### src/sv/grid_ray_cast_distance_macros.svh
// ----------------------------------------------------------------------------
// Grid ray cast distance assertion macros
// Concurrent assertion wrappers; define ASSERT_OFF to drop them all.
// ----------------------------------------------------------------------------
`ifndef GRID_RAY_CAST_DISTANCE_MACROS_SVH
`define GRID_RAY_CAST_DISTANCE_MACROS_SVH
`ifndef ASSERT_OFF
// same-cycle implication
`define GRCD_ASSERT_IMP(lbl, clk, rst_n, ante, cons) \
    lbl: assert property (@(posedge clk) disable iff (!rst_n) (ante) |-> (cons)) \
        else $error("grcd assertion failed");
// next-cycle implication
`define GRCD_ASSERT_NXT(lbl, clk, rst_n, ante, cons) \
    lbl: assert property (@(posedge clk) disable iff (!rst_n) (ante) |=> (cons)) \
        else $error("grcd assertion failed");
`else
`define GRCD_ASSERT_IMP(lbl, clk, rst_n, ante, cons)
`define GRCD_ASSERT_NXT(lbl, clk, rst_n, ante, cons)
`endif
`endif

### src/sv/grcd_pkg.sv
// ----------------------------------------------------------------------------
// Grid ray cast distance package
// Shared constants, widths and sequencer types.
// ----------------------------------------------------------------------------
`default_nettype none

package grcd_pkg;

    // parameter defaults
    localparam int MAP_TILES_DEF  = 8;
    localparam int MAX_STEPS_DEF  = 8;
    localparam int TILE_SHIFT_DEF = 6;

    // datapath widths, sized for the largest tile shift
    localparam int MUL_W  = 21;
    localparam int MUL_PW = 2 * MUL_W;
    localparam int DIV_NW = 30;
    localparam int DIV_DW = 15;
    localparam int SQ_IW  = 38;
    localparam int SQ_RW  = SQ_IW / 2;
    localparam int POS_W  = 40;
    localparam int TRIG_W = 16;
    localparam int HIT_W  = 19;
    localparam int OUT_W  = 21;

    localparam logic [OUT_W-1:0] FAR_MARK = OUT_W'(1280000);

    // sine polynomial coefficients
    localparam logic [10:0] SIN_C3 = 11'd1142;
    localparam logic [13:0] SIN_C2 = 14'd10477;
    localparam logic [14:0] SIN_C1 = 15'd25719;

    typedef enum logic [1:0] {
        CFG_MAP_CELLS,
        CFG_MAP_DIM,
        CFG_FOV,
        CFG_RAYS
    } cfg_idx_t;

    typedef enum logic [1:0] {
        TRIG_SIN,
        TRIG_COS,
        TRIG_FISH
    } trig_sel_t;

    typedef enum logic [4:0] {
        ST_IDLE,
        ST_ANG_MUL,
        ST_ANG_DIV,
        ST_ANG_WAIT,
        ST_SIN_Z2,
        ST_SIN_M1,
        ST_SIN_M2,
        ST_SIN_S,
        ST_SIN_END,
        ST_DIR,
        ST_SET_MUL,
        ST_SET_DIV,
        ST_SET_WAIT,
        ST_WALK,
        ST_SQ_X,
        ST_SQ_Y,
        ST_SQ_SUM,
        ST_SQ_WAIT,
        ST_NEXT,
        ST_PICK,
        ST_COR_MUL,
        ST_COR_END
    } state_t;

endpackage

`default_nettype wire

### src/sv/grcd_div.sv
// ----------------------------------------------------------------------------
// Grid ray cast iterative divider
// Unsigned restoring divider, one quotient bit per cycle.
// ----------------------------------------------------------------------------
`default_nettype none

module grcd_div
    import grcd_pkg::*;
#(
    parameter int NW = DIV_NW,
    parameter int DW = DIV_DW
)
(
    input  wire logic          clk,
    input  wire logic          rst_n,
    input  wire logic          go,
    input  wire logic [NW-1:0] num,
    input  wire logic [DW-1:0] den,
    output logic               done,
    output logic [NW-1:0]      quo
);

    localparam int CW = $clog2(NW + 1);

    logic          run_reg, run_next;
    logic          done_reg, done_next;
    logic [CW-1:0] cnt_reg, cnt_next;
    logic [DW-1:0] rem_reg, rem_next;
    logic [NW-1:0] quo_reg, quo_next;
    logic [DW-1:0] den_reg, den_next;
    logic [DW:0]   rem_sh;
    logic          fits;

    // shift in the next dividend bit and try the subtract
    assign rem_sh = {rem_reg, quo_reg[NW-1]};
    assign fits   = rem_sh >= {1'b0, den_reg};

    always_comb
    begin
        run_next  = run_reg;
        done_next = 1'b0;
        cnt_next  = cnt_reg;
        rem_next  = rem_reg;
        quo_next  = quo_reg;
        den_next  = den_reg;
        if (go)
        begin
            run_next = 1'b1;
            cnt_next = '0;
            rem_next = '0;
            quo_next = num;
            den_next = den;
        end
        else if (run_reg)
        begin
            rem_next = fits ? DW'(rem_sh - {1'b0, den_reg}) : rem_sh[DW-1:0];
            quo_next = {quo_reg[NW-2:0], fits};
            cnt_next = cnt_reg + CW'(1);
            if (cnt_reg == CW'(NW - 1))
            begin
                run_next  = 1'b0;
                done_next = 1'b1;
            end
        end
    end

    always_ff @(posedge clk or negedge rst_n)
    begin
        if (!rst_n)
        begin
            run_reg  <= 1'b0;
            done_reg <= 1'b0;
            cnt_reg  <= '0;
        end
        else
        begin
            run_reg  <= run_next;
            done_reg <= done_next;
            cnt_reg  <= cnt_next;
        end
    end

    always_ff @(posedge clk)
    begin
        rem_reg <= rem_next;
        quo_reg <= quo_next;
        den_reg <= den_next;
    end

    assign done = done_reg;
    assign quo  = quo_reg;

endmodule

`default_nettype wire

### src/sv/grcd_sqrt.sv
// ----------------------------------------------------------------------------
// Grid ray cast iterative square root
// Floor integer square root, one root bit per cycle.
// ----------------------------------------------------------------------------
`default_nettype none

module grcd_sqrt
    import grcd_pkg::*;
#(
    parameter int IW = SQ_IW
)
(
    input  wire logic            clk,
    input  wire logic            rst_n,
    input  wire logic            go,
    input  wire logic [IW-1:0]   rad,
    output logic                 done,
    output logic [IW/2-1:0]      root
);

    localparam int RW = IW / 2;
    localparam int CW = $clog2(RW + 1);

    logic          run_reg, run_next;
    logic          done_reg, done_next;
    logic [CW-1:0] cnt_reg, cnt_next;
    logic [RW:0]   rem_reg, rem_next;
    logic [RW-1:0] root_reg, root_next;
    logic [IW-1:0] rad_reg, rad_next;
    logic [RW+2:0] rem_sh;
    logic [RW+2:0] trial;
    logic          fits;

    // bring down two radicand bits and test root*4+1
    assign rem_sh = {rem_reg, rad_reg[IW-1:IW-2]};
    assign trial  = {1'b0, root_reg, 2'b01};
    assign fits   = rem_sh >= trial;

    always_comb
    begin
        run_next  = run_reg;
        done_next = 1'b0;
        cnt_next  = cnt_reg;
        rem_next  = rem_reg;
        root_next = root_reg;
        rad_next  = rad_reg;
        if (go)
        begin
            run_next  = 1'b1;
            cnt_next  = '0;
            rem_next  = '0;
            root_next = '0;
            rad_next  = rad;
        end
        else if (run_reg)
        begin
            rad_next  = {rad_reg[IW-3:0], 2'b00};
            rem_next  = fits ? (RW+1)'(rem_sh - trial) : rem_sh[RW:0];
            root_next = {root_reg[RW-2:0], fits};
            cnt_next  = cnt_reg + CW'(1);
            if (cnt_reg == CW'(RW - 1))
            begin
                run_next  = 1'b0;
                done_next = 1'b1;
            end
        end
    end

    always_ff @(posedge clk or negedge rst_n)
    begin
        if (!rst_n)
        begin
            run_reg  <= 1'b0;
            done_reg <= 1'b0;
            cnt_reg  <= '0;
        end
        else
        begin
            run_reg  <= run_next;
            done_reg <= done_next;
            cnt_reg  <= cnt_next;
        end
    end

    always_ff @(posedge clk)
    begin
        rem_reg  <= rem_next;
        root_reg <= root_next;
        rad_reg  <= rad_next;
    end

    assign done = done_reg;
    assign root = root_reg;

endmodule

`default_nettype wire

### src/sv/grid_ray_cast_distance.sv
// ----------------------------------------------------------------------------
// Grid ray cast distance
// Casts one ray through a tile map and returns the corrected wall distance.
// ----------------------------------------------------------------------------
// Usage: load the map and view setup on the cfg_we/cfg_index/cfg_data port
// while the block is idle. Raise start with start_x, start_y, view_angle and
// ray_index; the transaction is taken when start is high and busy is low.
// busy stays high while the ray is worked on; one cycle of done then carries
// corrected_distance, hit_x, hit_y, wall_side and wall_found. The receiver
// cannot stall: the result is shown for that single cycle only.
// Rays are worked on one at a time. The time per ray is set by the shared
// divider (ray angle, then two crossing offsets per walk), the square root
// per hit, up to MAX_STEPS tested crossings per walk and the shared
// multiplier that also evaluates three sines.
// Reset returns to idle and loads the default map size, field of view and ray
// count with an empty map.
// ----------------------------------------------------------------------------
`default_nettype none

`include "grid_ray_cast_distance_macros.svh"

module grid_ray_cast_distance
    import grcd_pkg::*;
#(
    parameter int MAP_TILES  = MAP_TILES_DEF,
    parameter int MAX_STEPS  = MAX_STEPS_DEF,
    parameter int TILE_SHIFT = TILE_SHIFT_DEF
)
(
    input  wire logic        clk,
    input  wire logic        rst_n,
    input  wire logic        start,
    output logic             busy,
    input  wire logic [15:0] start_x,
    input  wire logic [15:0] start_y,
    input  wire logic [11:0] view_angle,
    input  wire logic [7:0]  ray_index,
    input  wire logic        cfg_we,
    input  wire logic [1:0]  cfg_index,
    input  wire logic [63:0] cfg_data,
    output logic             done,
    output logic [20:0]      corrected_distance,
    output logic [15:0]      hit_x,
    output logic [15:0]      hit_y,
    output logic             wall_side,
    output logic             wall_found
);

    localparam int PS     = TILE_SHIFT + 7;
    localparam int STEP_W = $clog2(MAX_STEPS + 1);
    localparam logic signed [POS_W-1:0] TQ = POS_W'(64'd1 << PS);

    // configuration
    logic [63:0] map_cells_reg;
    logic [3:0]  map_dim_reg;
    logic [10:0] fov_reg;
    logic [8:0]  rays_reg;

    // sequencer and datapath registers
    state_t                    state_reg, state_next;
    logic                      done_reg, done_next;
    logic [15:0]               sx_reg, sx_next;
    logic [15:0]               sy_reg, sy_next;
    logic [11:0]               view_reg, view_next;
    logic [7:0]                idx_reg, idx_next;
    logic [11:0]               ang_reg, ang_next;
    trig_sel_t                 sel_reg, sel_next;
    logic signed [TRIG_W-1:0]  sn_reg, sn_next;
    logic signed [TRIG_W-1:0]  cs_reg, cs_next;
    logic signed [TRIG_W-1:0]  cf_reg, cf_next;
    logic [14:0]               z2_reg, z2_next;
    logic signed [MUL_PW-1:0]  prod_reg;
    logic                      dir_reg, dir_next;
    logic                      pass_reg, pass_next;
    logic                      qneg_reg, qneg_next;
    logic signed [POS_W-1:0]   wp_reg, wp_next;
    logic signed [POS_W-1:0]   wo_reg, wo_next;
    logic signed [POS_W-1:0]   pstep_reg, pstep_next;
    logic signed [POS_W-1:0]   ostep_reg, ostep_next;
    logic [STEP_W-1:0]         step_reg, step_next;
    logic                      fh_reg, fh_next;
    logic                      fv_reg, fv_next;
    logic [HIT_W-1:0]          hxh_reg, hxh_next;
    logic [HIT_W-1:0]          hyh_reg, hyh_next;
    logic [HIT_W-1:0]          hxv_reg, hxv_next;
    logic [HIT_W-1:0]          hyv_reg, hyv_next;
    logic [SQ_RW-1:0]          dh_reg, dh_next;
    logic [SQ_RW-1:0]          dv_reg, dv_next;
    logic [SQ_IW-1:0]          sq_reg, sq_next;
    logic [SQ_RW-1:0]          dsel_reg, dsel_next;
    logic [OUT_W-1:0]          corr_reg, corr_next;
    logic [15:0]               ox_reg, ox_next;
    logic [15:0]               oy_reg, oy_next;
    logic                      oside_reg, oside_next;
    logic                      ofound_reg, ofound_next;

    // shared units
    logic signed [MUL_W-1:0]   mul_a;
    logic signed [MUL_W-1:0]   mul_b;
    logic                      div_go;
    logic [DIV_NW-1:0]         div_num;
    logic [DIV_DW-1:0]         div_den;
    logic                      div_done;
    logic [DIV_NW-1:0]         div_quo;
    logic                      sq_go;
    logic [SQ_IW-1:0]          sq_rad;
    logic                      sq_done;
    logic [SQ_RW-1:0]          sq_root;

    // combinational helpers
    logic                      accept;
    logic [11:0]               trig_arg;
    logic [10:0]               sin_r;
    logic [14:0]               sin_z;
    logic [14:0]               sin_s;
    logic signed [TRIG_W-1:0]  sin_val;
    logic [3:0]                dim;
    logic [15:0]               a16;
    logic [15:0]               base16;
    logic signed [POS_W-1:0]   a_pos;
    logic signed [POS_W-1:0]   o_pos;
    logic signed [TRIG_W-1:0]  den_trig;
    logic signed [TRIG_W-1:0]  num_trig;
    logic signed [POS_W-1:0]   p0;
    logic signed [MUL_PW-1:0]  prod_abs;
    logic signed [TRIG_W-1:0]  den_abs;
    logic signed [POS_W-1:0]   q_pos;
    logic signed [POS_W-1:0]   px;
    logic signed [POS_W-1:0]   py;
    logic [POS_W-PS-1:0]       col;
    logic [POS_W-PS-1:0]       row;
    logic                      walk_oob;
    logic                      walk_hit;
    logic                      walk_last;
    logic [HIT_W-1:0]          hx_cur;
    logic [HIT_W-1:0]          hy_cur;
    logic signed [MUL_W-1:0]   ddx;
    logic signed [MUL_W-1:0]   ddy;
    logic [OUT_W-1:0]          dh_far;
    logic [OUT_W-1:0]          dv_far;
    logic                      pick_v;
    logic                      pick_found;
    logic [MUL_PW-1:0]         cor_sum;

    assign accept = start && (state_reg == ST_IDLE);
    assign busy   = state_reg != ST_IDLE;

    // sine argument and quadrant folding
    always_comb
    begin
        case (sel_reg)
            TRIG_SIN: trig_arg = ang_reg;
            TRIG_COS: trig_arg = ang_reg + 12'd1024;
            default:  trig_arg = view_reg - ang_reg + 12'd1024;
        endcase
    end

    assign sin_r   = trig_arg[10] ? (11'd1024 - {1'b0, trig_arg[9:0]}) : {1'b0, trig_arg[9:0]};
    assign sin_z   = {sin_r, 4'b0000};
    assign sin_s   = prod_reg[28:14];
    assign sin_val = trig_arg[11] ? -$signed({1'b0, sin_s}) : $signed({1'b0, sin_s});

    // walk geometry; direction 0 crosses horizontal lines, 1 vertical lines
    assign dim      = (map_dim_reg > 4'(MAP_TILES)) ? 4'(MAP_TILES) : map_dim_reg;
    assign a16      = dir_reg ? sx_reg : sy_reg;
    assign base16   = (a16 >> PS) << PS;
    assign a_pos    = POS_W'(a16);
    assign o_pos    = POS_W'(dir_reg ? sy_reg : sx_reg);
    assign den_trig = dir_reg ? cs_reg : sn_reg;
    assign num_trig = dir_reg ? sn_reg : cs_reg;
    assign p0       = den_trig[TRIG_W-1] ? (POS_W'(base16) - POS_W'(1))
                                         : (POS_W'(base16) + TQ);
    assign prod_abs = prod_reg[MUL_PW-1] ? -prod_reg : prod_reg;
    assign den_abs  = den_trig[TRIG_W-1] ? -den_trig : den_trig;
    assign q_pos    = qneg_reg ? -POS_W'(div_quo) : POS_W'(div_quo);

    assign px        = dir_reg ? wp_reg : wo_reg;
    assign py        = dir_reg ? wo_reg : wp_reg;
    assign col       = px[POS_W-1:PS];
    assign row       = py[POS_W-1:PS];
    assign walk_oob  = px[POS_W-1] || py[POS_W-1]
                       || (col >= (POS_W-PS)'(dim)) || (row >= (POS_W-PS)'(dim));
    assign walk_hit  = !walk_oob && map_cells_reg[{col[2:0], row[2:0]}];
    assign walk_last = step_reg == STEP_W'(MAX_STEPS - 1);

    assign hx_cur = dir_reg ? hxv_reg : hxh_reg;
    assign hy_cur = dir_reg ? hyv_reg : hyh_reg;
    assign ddx    = $signed(MUL_W'(hx_cur)) - $signed(MUL_W'(sx_reg));
    assign ddy    = $signed(MUL_W'(hy_cur)) - $signed(MUL_W'(sy_reg));

    assign dh_far     = fh_reg ? OUT_W'(dh_reg) : FAR_MARK;
    assign dv_far     = fv_reg ? OUT_W'(dv_reg) : FAR_MARK;
    assign pick_v     = dv_far < dh_far;
    assign pick_found = pick_v ? fv_reg : fh_reg;
    assign cor_sum    = MUL_PW'(prod_reg) + MUL_PW'(8192);

    // shared multiplier operands
    always_comb
    begin
        mul_a = '0;
        mul_b = '0;
        case (state_reg)
            ST_ANG_MUL:
            begin
                mul_a = MUL_W'(idx_reg);
                mul_b = MUL_W'(fov_reg);
            end
            ST_SIN_Z2:
            begin
                mul_a = MUL_W'(sin_z);
                mul_b = MUL_W'(sin_z);
            end
            ST_SIN_M1:
            begin
                mul_a = MUL_W'(prod_reg[28:14]);
                mul_b = MUL_W'(SIN_C3);
            end
            ST_SIN_M2:
            begin
                mul_a = MUL_W'(z2_reg);
                mul_b = MUL_W'(SIN_C2 - 14'(prod_reg[24:14]));
            end
            ST_SIN_S:
            begin
                mul_a = MUL_W'(sin_z);
                mul_b = MUL_W'(SIN_C1 - prod_reg[28:14]);
            end
            ST_SET_MUL:
            begin
                mul_a = pass_reg ? MUL_W'(pstep_reg) : MUL_W'(wp_reg - a_pos);
                mul_b = MUL_W'(num_trig);
            end
            ST_SQ_X:
            begin
                mul_a = ddx;
                mul_b = ddx;
            end
            ST_SQ_Y:
            begin
                mul_a = ddy;
                mul_b = ddy;
            end
            ST_COR_MUL:
            begin
                mul_a = MUL_W'(dsel_reg);
                mul_b = cf_reg[TRIG_W-1] ? '0 : MUL_W'(cf_reg);
            end
            default:
            begin
                mul_a = '0;
                mul_b = '0;
            end
        endcase
    end

    // divider and root operands
    assign div_go  = (state_reg == ST_ANG_DIV) || (state_reg == ST_SET_DIV);
    assign div_num = (state_reg == ST_ANG_DIV) ? DIV_NW'(prod_reg[18:0])
                                               : prod_abs[DIV_NW-1:0];
    assign div_den = (state_reg == ST_ANG_DIV)
                     ? ((rays_reg > 9'd1) ? DIV_DW'(rays_reg - 9'd1) : DIV_DW'(1))
                     : den_abs[DIV_DW-1:0];
    assign sq_go   = state_reg == ST_SQ_SUM;
    assign sq_rad  = sq_reg + prod_reg[SQ_IW-1:0];

    grcd_div #(
        .NW (DIV_NW),
        .DW (DIV_DW)
    ) u_div (
        .clk   (clk),
        .rst_n (rst_n),
        .go    (div_go),
        .num   (div_num),
        .den   (div_den),
        .done  (div_done),
        .quo   (div_quo)
    );

    grcd_sqrt #(
        .IW (SQ_IW)
    ) u_sqrt (
        .clk   (clk),
        .rst_n (rst_n),
        .go    (sq_go),
        .rad   (sq_rad),
        .done  (sq_done),
        .root  (sq_root)
    );

    // next state
    always_comb
    begin
        state_next = state_reg;
        unique case (state_reg)
            ST_IDLE:     if (accept) state_next = ST_ANG_MUL;
            ST_ANG_MUL:  state_next = ST_ANG_DIV;
            ST_ANG_DIV:  state_next = ST_ANG_WAIT;
            ST_ANG_WAIT: if (div_done) state_next = ST_SIN_Z2;
            ST_SIN_Z2:   state_next = ST_SIN_M1;
            ST_SIN_M1:   state_next = ST_SIN_M2;
            ST_SIN_M2:   state_next = ST_SIN_S;
            ST_SIN_S:    state_next = ST_SIN_END;
            ST_SIN_END:  state_next = (sel_reg == TRIG_FISH) ? ST_DIR : ST_SIN_Z2;
            ST_DIR:      state_next = (den_trig == '0) ? ST_NEXT : ST_SET_MUL;
            ST_SET_MUL:  state_next = ST_SET_DIV;
            ST_SET_DIV:  state_next = ST_SET_WAIT;
            ST_SET_WAIT:
            begin
                if (div_done) state_next = pass_reg ? ST_WALK : ST_SET_MUL;
            end
            ST_WALK:
            begin
                if (walk_hit) state_next = ST_SQ_X;
                else if (walk_oob || walk_last) state_next = ST_NEXT;
            end
            ST_SQ_X:     state_next = ST_SQ_Y;
            ST_SQ_Y:     state_next = ST_SQ_SUM;
            ST_SQ_SUM:   state_next = ST_SQ_WAIT;
            ST_SQ_WAIT:  if (sq_done) state_next = ST_NEXT;
            ST_NEXT:     state_next = dir_reg ? ST_PICK : ST_DIR;
            ST_PICK:     state_next = pick_found ? ST_COR_MUL : ST_IDLE;
            ST_COR_MUL:  state_next = ST_COR_END;
            ST_COR_END:  state_next = ST_IDLE;
            default:     state_next = ST_IDLE;
        endcase
    end

    // datapath updates per state
    always_comb
    begin
        done_next   = 1'b0;
        sx_next     = sx_reg;
        sy_next     = sy_reg;
        view_next   = view_reg;
        idx_next    = idx_reg;
        ang_next    = ang_reg;
        sel_next    = sel_reg;
        sn_next     = sn_reg;
        cs_next     = cs_reg;
        cf_next     = cf_reg;
        z2_next     = z2_reg;
        dir_next    = dir_reg;
        pass_next   = pass_reg;
        qneg_next   = qneg_reg;
        wp_next     = wp_reg;
        wo_next     = wo_reg;
        pstep_next  = pstep_reg;
        ostep_next  = ostep_reg;
        step_next   = step_reg;
        fh_next     = fh_reg;
        fv_next     = fv_reg;
        hxh_next    = hxh_reg;
        hyh_next    = hyh_reg;
        hxv_next    = hxv_reg;
        hyv_next    = hyv_reg;
        dh_next     = dh_reg;
        dv_next     = dv_reg;
        sq_next     = sq_reg;
        dsel_next   = dsel_reg;
        corr_next   = corr_reg;
        ox_next     = ox_reg;
        oy_next     = oy_reg;
        oside_next  = oside_reg;
        ofound_next = ofound_reg;
        unique case (state_reg)
            ST_IDLE:
            begin
                // latch the transaction
                if (accept)
                begin
                    sx_next   = start_x;
                    sy_next   = start_y;
                    view_next = view_angle;
                    idx_next  = ray_index;
                    sel_next  = TRIG_SIN;
                    dir_next  = 1'b0;
                    fh_next   = 1'b0;
                    fv_next   = 1'b0;
                end
            end
            ST_ANG_WAIT:
            begin
                if (div_done)
                    ang_next = view_reg - {2'b00, fov_reg[10:1]} + div_quo[11:0];
            end
            ST_SIN_M1:
            begin
                z2_next = prod_reg[28:14];
            end
            ST_SIN_END:
            begin
                // store the finished sine and advance to the next one, if any
                case (sel_reg)
                    TRIG_SIN:
                    begin
                        sn_next  = sin_val;
                        sel_next = TRIG_COS;
                    end
                    TRIG_COS:
                    begin
                        cs_next  = sin_val;
                        sel_next = TRIG_FISH;
                    end
                    default:
                    begin
                        cf_next  = sin_val;
                    end
                endcase
            end
            ST_DIR:
            begin
                wp_next    = p0;
                pstep_next = den_trig[TRIG_W-1] ? -TQ : TQ;
                pass_next  = 1'b0;
                step_next  = '0;
            end
            ST_SET_DIV:
            begin
                qneg_next = prod_reg[MUL_PW-1] ^ den_trig[TRIG_W-1];
            end
            ST_SET_WAIT:
            begin
                if (div_done)
                begin
                    if (pass_reg)
                        ostep_next = q_pos;
                    else
                    begin
                        wo_next   = o_pos + q_pos;
                        pass_next = 1'b1;
                    end
                end
            end
            ST_WALK:
            begin
                // test one crossing; on a miss, advance to the next
                if (walk_hit)
                begin
                    if (dir_reg)
                    begin
                        fv_next  = 1'b1;
                        hxv_next = px[HIT_W-1:0];
                        hyv_next = py[HIT_W-1:0];
                    end
                    else
                    begin
                        fh_next  = 1'b1;
                        hxh_next = px[HIT_W-1:0];
                        hyh_next = py[HIT_W-1:0];
                    end
                end
                else
                begin
                    wp_next   = wp_reg + pstep_reg;
                    wo_next   = wo_reg + ostep_reg;
                    step_next = step_reg + STEP_W'(1);
                end
            end
            ST_SQ_Y:
            begin
                sq_next = prod_reg[SQ_IW-1:0];
            end
            ST_SQ_WAIT:
            begin
                if (sq_done)
                begin
                    if (dir_reg)
                        dv_next = sq_root;
                    else
                        dh_next = sq_root;
                end
            end
            ST_NEXT:
            begin
                dir_next = 1'b1;
            end
            ST_PICK:
            begin
                // nearer hit wins, a tie goes to the horizontal walk
                oside_next  = !pick_v;
                ofound_next = pick_found;
                dsel_next   = pick_v ? dv_reg : dh_reg;
                if (pick_found)
                begin
                    ox_next = pick_v ? hxv_reg[15:0] : hxh_reg[15:0];
                    oy_next = pick_v ? hyv_reg[15:0] : hyh_reg[15:0];
                end
                else
                begin
                    ox_next   = sx_reg;
                    oy_next   = sy_reg;
                    corr_next = FAR_MARK;
                    done_next = 1'b1;
                end
            end
            ST_COR_END:
            begin
                // round, scale back and saturate
                corr_next = (cor_sum[MUL_PW-1:14] > (MUL_PW-14)'(FAR_MARK))
                            ? FAR_MARK : cor_sum[OUT_W+13:14];
                done_next = 1'b1;
            end
            default:
            begin
                done_next = 1'b0;
            end
        endcase
    end

    // control and configuration registers
    always_ff @(posedge clk or negedge rst_n)
    begin
        if (!rst_n)
        begin
            state_reg     <= ST_IDLE;
            done_reg      <= 1'b0;
            map_cells_reg <= '0;
            map_dim_reg   <= 4'd8;
            fov_reg       <= 11'd683;
            rays_reg      <= 9'd200;
        end
        else
        begin
            state_reg <= state_next;
            done_reg  <= done_next;
            if (cfg_we)
            begin
                unique case (cfg_idx_t'(cfg_index))
                    CFG_MAP_CELLS: map_cells_reg <= cfg_data;
                    CFG_MAP_DIM:   map_dim_reg   <= cfg_data[3:0];
                    CFG_FOV:       fov_reg       <= cfg_data[10:0];
                    CFG_RAYS:      rays_reg      <= cfg_data[8:0];
                    default:       map_dim_reg   <= map_dim_reg;
                endcase
            end
        end
    end

    // payload registers
    always_ff @(posedge clk)
    begin
        prod_reg   <= mul_a * mul_b;
        sx_reg     <= sx_next;
        sy_reg     <= sy_next;
        view_reg   <= view_next;
        idx_reg    <= idx_next;
        ang_reg    <= ang_next;
        sel_reg    <= sel_next;
        sn_reg     <= sn_next;
        cs_reg     <= cs_next;
        cf_reg     <= cf_next;
        z2_reg     <= z2_next;
        dir_reg    <= dir_next;
        pass_reg   <= pass_next;
        qneg_reg   <= qneg_next;
        wp_reg     <= wp_next;
        wo_reg     <= wo_next;
        pstep_reg  <= pstep_next;
        ostep_reg  <= ostep_next;
        step_reg   <= step_next;
        fh_reg     <= fh_next;
        fv_reg     <= fv_next;
        hxh_reg    <= hxh_next;
        hyh_reg    <= hyh_next;
        hxv_reg    <= hxv_next;
        hyv_reg    <= hyv_next;
        dh_reg     <= dh_next;
        dv_reg     <= dv_next;
        sq_reg     <= sq_next;
        dsel_reg   <= dsel_next;
        corr_reg   <= corr_next;
        ox_reg     <= ox_next;
        oy_reg     <= oy_next;
        oside_reg  <= oside_next;
        ofound_reg <= ofound_next;
    end

    assign done               = done_reg;
    assign corrected_distance = corr_reg;
    assign hit_x              = ox_reg;
    assign hit_y              = oy_reg;
    assign wall_side          = oside_reg;
    assign wall_found         = ofound_reg;

    `GRCD_ASSERT_NXT(a_accept_busy, clk, rst_n, start && !busy, busy)
    `GRCD_ASSERT_IMP(a_done_idle, clk, rst_n, done, !busy)
    `GRCD_ASSERT_IMP(a_miss_far, clk, rst_n, done && !wall_found, (corrected_distance == FAR_MARK) && wall_side)
    `GRCD_ASSERT_IMP(a_far_cap, clk, rst_n, done, corrected_distance <= FAR_MARK)

endmodule

`default_nettype wire
### config.mk
export PLATFORM = sky130hd
export DESIGN_NAME = grid_ray_cast_distance
export DESIGN_NICKNAME = d
export VERILOG_FILES = /design/src/sv/grcd_pkg.sv /design/src/sv/grcd_div.sv /design/src/sv/grcd_sqrt.sv /design/src/sv/grid_ray_cast_distance.sv
export VERILOG_INCLUDE_DIRS = /design/src /design/src/sv
export SDC_FILE = /design/constraint.sdc
export NUM_CORES = 2
export LEC_CHECK = 0
export BUFFER_PORTS_ARGS = -buffer_cell sky130_fd_sc_hd__buf_2
export CORE_MARGIN = 2
export CORE_UTILIZATION = 42
export DETAILED_ROUTE_END_ITERATION = 6
export GPL_TIMING_DRIVEN = 0
export PLACE_DENSITY = 0.56
export SLEW_MARGIN = 25
export SYNTH_ARGS = -nofsm -noshare
export SYNTH_HDL_FRONTEND = slang
export SYNTH_SLANG_ARGS = --single-unit
### constraint.sdc
create_clock -name clk -period 27.9 [get_ports clk]
set_clock_uncertainty 0.1 [all_clocks]
set_input_delay 8.37 -clock clk [delete_from_list [all_inputs] [get_ports clk]]
set_output_delay 8.37 -clock clk [all_outputs]
set_load 0.05 [all_outputs]
==> impl_metrics.py <==
metrics = {
    "clocking": {
        "insertion_delay_ps": 740,
        "cts_hold_buf": 0,
        "clk_pin_slew_worst_paths_ps": 60,
        "postCtsSetupBuffers": 0,
        "numCtsBuffers": 91,
        "cts-root-buf": "clkbuf_16",
        "clk_path_buf_depth": 3,
        "post_cts_resized": 0,
        "cts_tree": "built",
        "clock-sinks": 760,
        "htreeDepth": 3,
    },
    "sta": {
        "rsz0062_at_grt": "false",
        "fin_ws_ps": 12200,
        "timing.fmax_ghz": 0.0637,
        "finalHoldViolCount": 0,
        "drv_slew": 0,
        "period_minus_slack_ps": 15700,
        "relSlewSlack_pct": 24.6,
        "fin_crit_sh_pct": 56.3,
        "finalSetupViolCount": 0,
        "worstMarginPinSlew_ps": 1120,
        "fin_setup_tns_ps": 0,
    },
    "grt": {
        "grt-ovfl-total": 0,
        "grt_use_met3_pct": 4.62,
        "first_global_vias": 50491,
        "top_usage_layer": "met2",
        "antenna_found_initial": 9,
        "grt_pass1_wl_um": 330000,
        "grt_max_degree": 56,
        "grt_usage_pct": 29.1,
        "use_met1_pct": 37.3,
        "grt_util_met2_pct": 46.7,
    },
    "layout": {
        "drive_gt1_share_pct": 9.67,
        "final_util_pct": 47.0,
        "largest_register_ffs": 64,
        "syn2layout_area_growth_pct": 11.2,
        "fin_area_mm2": 0.0703,
        "layout.nets": 7853,
        "fill_cells": 14342,
    },
    "synth": {
        "syn_area_mm2": 0.0633,
        "async_flop_share_pct": 14.2,
        "ys_ff_latch": 760,
        "yosysSeqAreaShare_pct": 33.7,
        "ys_warn_count": 0,
        "synthCells": 6556,
        "synth_enable_flop_cells": 556,
        "synth_ff_type": "edfxtp_1",
        "syn_avg_cell_area_um2": 9.65,
        "synthesis.nets": 7552,
        "synth_cell_types": 113,
    },
    "pwr": {
        "p_leak_nw": 30.5,
        "power_per_cell_area_mw_per_mm2": 88.9,
        "power_mw": 6.25,
        "peakVddDrop_mv": 0.0719,
    },
    "placement": {
        "place_hpwl_um": 180000,
        "io_buffers": 178,
        "gp_congestion": 0.980,
        "place_ws_ps": 12290,
        "place_area_mm2": 0.0672,
    },
    "critical_path": {
        "r2r_slack_ps": 12200,
        "cp.buffers_inverters": 15,
        "crit_fanout": 10,
        "worst_ep_required_time_ps": 28410,
        "crit_family": "adder cells",
        "worst-r2r-cell-count": 45,
        "cp-end-kind": "flip-flop",
        "r2r_end": "prod_reg[39]$_DFF_P_",
        "max_stage_delay_ps": 1020,
        "cp_common_cell": "buf_2",
        "r2r-start": "dir_reg$_DFFE_PP_",
        "critical_path_class": "reg -> reg",
        "worstPathArrival_ps": 16220,
        "cp_slowest_cell": "fa_1",
        "cp-start-kind": "flip-flop",
    },
    "job": {
        "max_cap_viol_count": 0,
    },
    "die": {
        "die_w_um": 392,
        "die_h_um": 392,
        "die-area_mm2": 0.154,
        "core.rowCount": 142,
        "initial_core_util_pct": 42.2,
        "io_pins": 179,
        "core_area_mm2": 0.150,
    },
    "status": {
        "violations": "DRC",
        "outcome": "complete, but fails checks",
    },
    "routing": {
        "drc": 1,
        "final_antenna_net_count": 0,
        "dr.first_iter.drc_count": 4166,
        "wire_per_inst_um": 24.9,
        "dr.pass1.iters": 7,
        "wirelength_um": 223000,
        "viasPerCell": 5.65,
        "num_vias": 50549,
    },
    "min_path": {
        "hold_depth": 2,
        "worstHoldStart": "u_sqrt.rem_reg[0]$_SDFFE_PP0P_",
        "hold_end": "u_sqrt.rem_reg[0]$_SDFFE_PP0P_",
        "hp-class": "reg -> reg",
    },
}
## logic make-up (layout without fill, tap and decap cells)
group	after synthesis	after routing	share of synthesized area, %
fa+ha+maj	874	874	23.0
flops	760	760	33.7
compound gates	1321	1321	13.2
simple gates	1831	1831	13.3
mux	272	272	4.60
buf+inv	1103	1478	6.73
xor+xnor	395	395	5.48
other cells	0	1	0
## layout make-up
class | count | area (µm²) | area share (%)
multi-input cells | 4693 | 37800 | 53.8
flip-flops and latches | 760 | 21300 | 30.3
inverters | 841 | 3160 | 4.49
well taps | 2016 | 2520 | 3.59
clock buffers | 122 | 2520 | 3.58
repair buffers | 208 | 1260 | 1.79
plain buffers | 262 | 1110 | 1.58
clock inverters | 45 | 613 | 0.872
diodes | 1 | 2.50 | 0.00356
## power breakdown
part	switching, mW	internal, mW	total (mW)	leakage (nW)
Sequential	0.215	1.48	1.70	7.18
Clock	0.537	0.726	1.26	1.51
Combinational	2.14	1.15	3.29	21.8
Total	2.90	3.36	6.25	30.5
## synth_stat cells, drive strengths merged, types with 29 or more instances
master	count	area share, %
o211ai	32	0.38
nand2	734	4.4
nand4	41	0.44
mux2i	139	2.2
a21oi	326	2.6
and2	64	0.63
o21a	49	0.58
nand3	93	0.74
fa	479	15
a31oi	42	0.43
o31ai	29	0.35
nor2	467	2.8
ha	395	7.8
or3	33	0.33
nor4	35	0.39
o21ai	420	3.3
and3	45	0.44
dfxtp	96	3.0
nor3	100	0.84
dfrtp	98	3.9
xnor2	240	3.3
mux2	132	2.3
buf	80	0.66
o22ai	35	0.35
or2	29	0.29
a21o	95	1.1
nor2b	52	0.51
inv	837	5.0
nand2b	78	0.77
xor2	155	2.1
edfxtp	556	26
a211oi	58	0.70
clkbuf	182	1.1
## worst min-delay path: cells and delay by family (launching register included)
kind | cells | cell delay (ps)
compound gates | 1 | 60
flops | 1 | 330
simple gates | 1 | 50
## routing by layer
metal	wire, µm	vias to the layer above	share of wire [%]
met1	91200	25072	41
met3	14700	536	6.6
met2	102000	1875	46
met4	14900	6	6.7
li1	-	23060	-
met5	31	-	0.014
## cells in the final DEF, fill, tap and decap left out, drive strengths merged, types with 35 or more instances in the layout
cell      n
xnor2   240
o21ai   420
clkbuf  304
nor3    100
buf     288
nand3    93
dfrtp    98
mux2i   139
mux2    132
and3     45
dfxtp    96
a31oi    42
ha      395
a21oi   326
nand4    41
nor2b    52
nor2    467
edfxtp  556
o22ai    35
nand2b   78
nor4     35
nand2   734
o21a     49
inv     843
a211oi   58
a21o     95
fa      479
xor2    155
and2     64
## per-stage QoR
| step | hold WS [ps] | instances |
|---|---|---|
| 6_report | 388 | 8948 |
| 5_1_grt | 414 | 8947 |
| 4_1_cts | 387 | 8947 |
| 3_5_place_dp | 385 | 8780 |
| 3_3_place_gp | 378 | 8750 |
| 2_1_floorplan | 347 | 6556 |
## worst max-delay path by stage
stage,cells past startpoint,to,from
global route,45,prod_reg[39]$_DFF_P_,dir_reg$_DFFE_PP_
detailed placement,45,prod_reg[39]$_DFF_P_,dir_reg$_DFFE_PP_
CTS,45,prod_reg[39]$_DFF_P_,dir_reg$_DFFE_PP_
floorplan,47,prod_reg[39]$_DFF_P_,dir_reg$_DFFE_PP_
global placement,45,prod_reg[39]$_DFF_P_,dir_reg$_DFFE_PP_
finish,45,prod_reg[39]$_DFF_P_,dir_reg$_DFFE_PP_
Power figures use the tool's default switching activity.
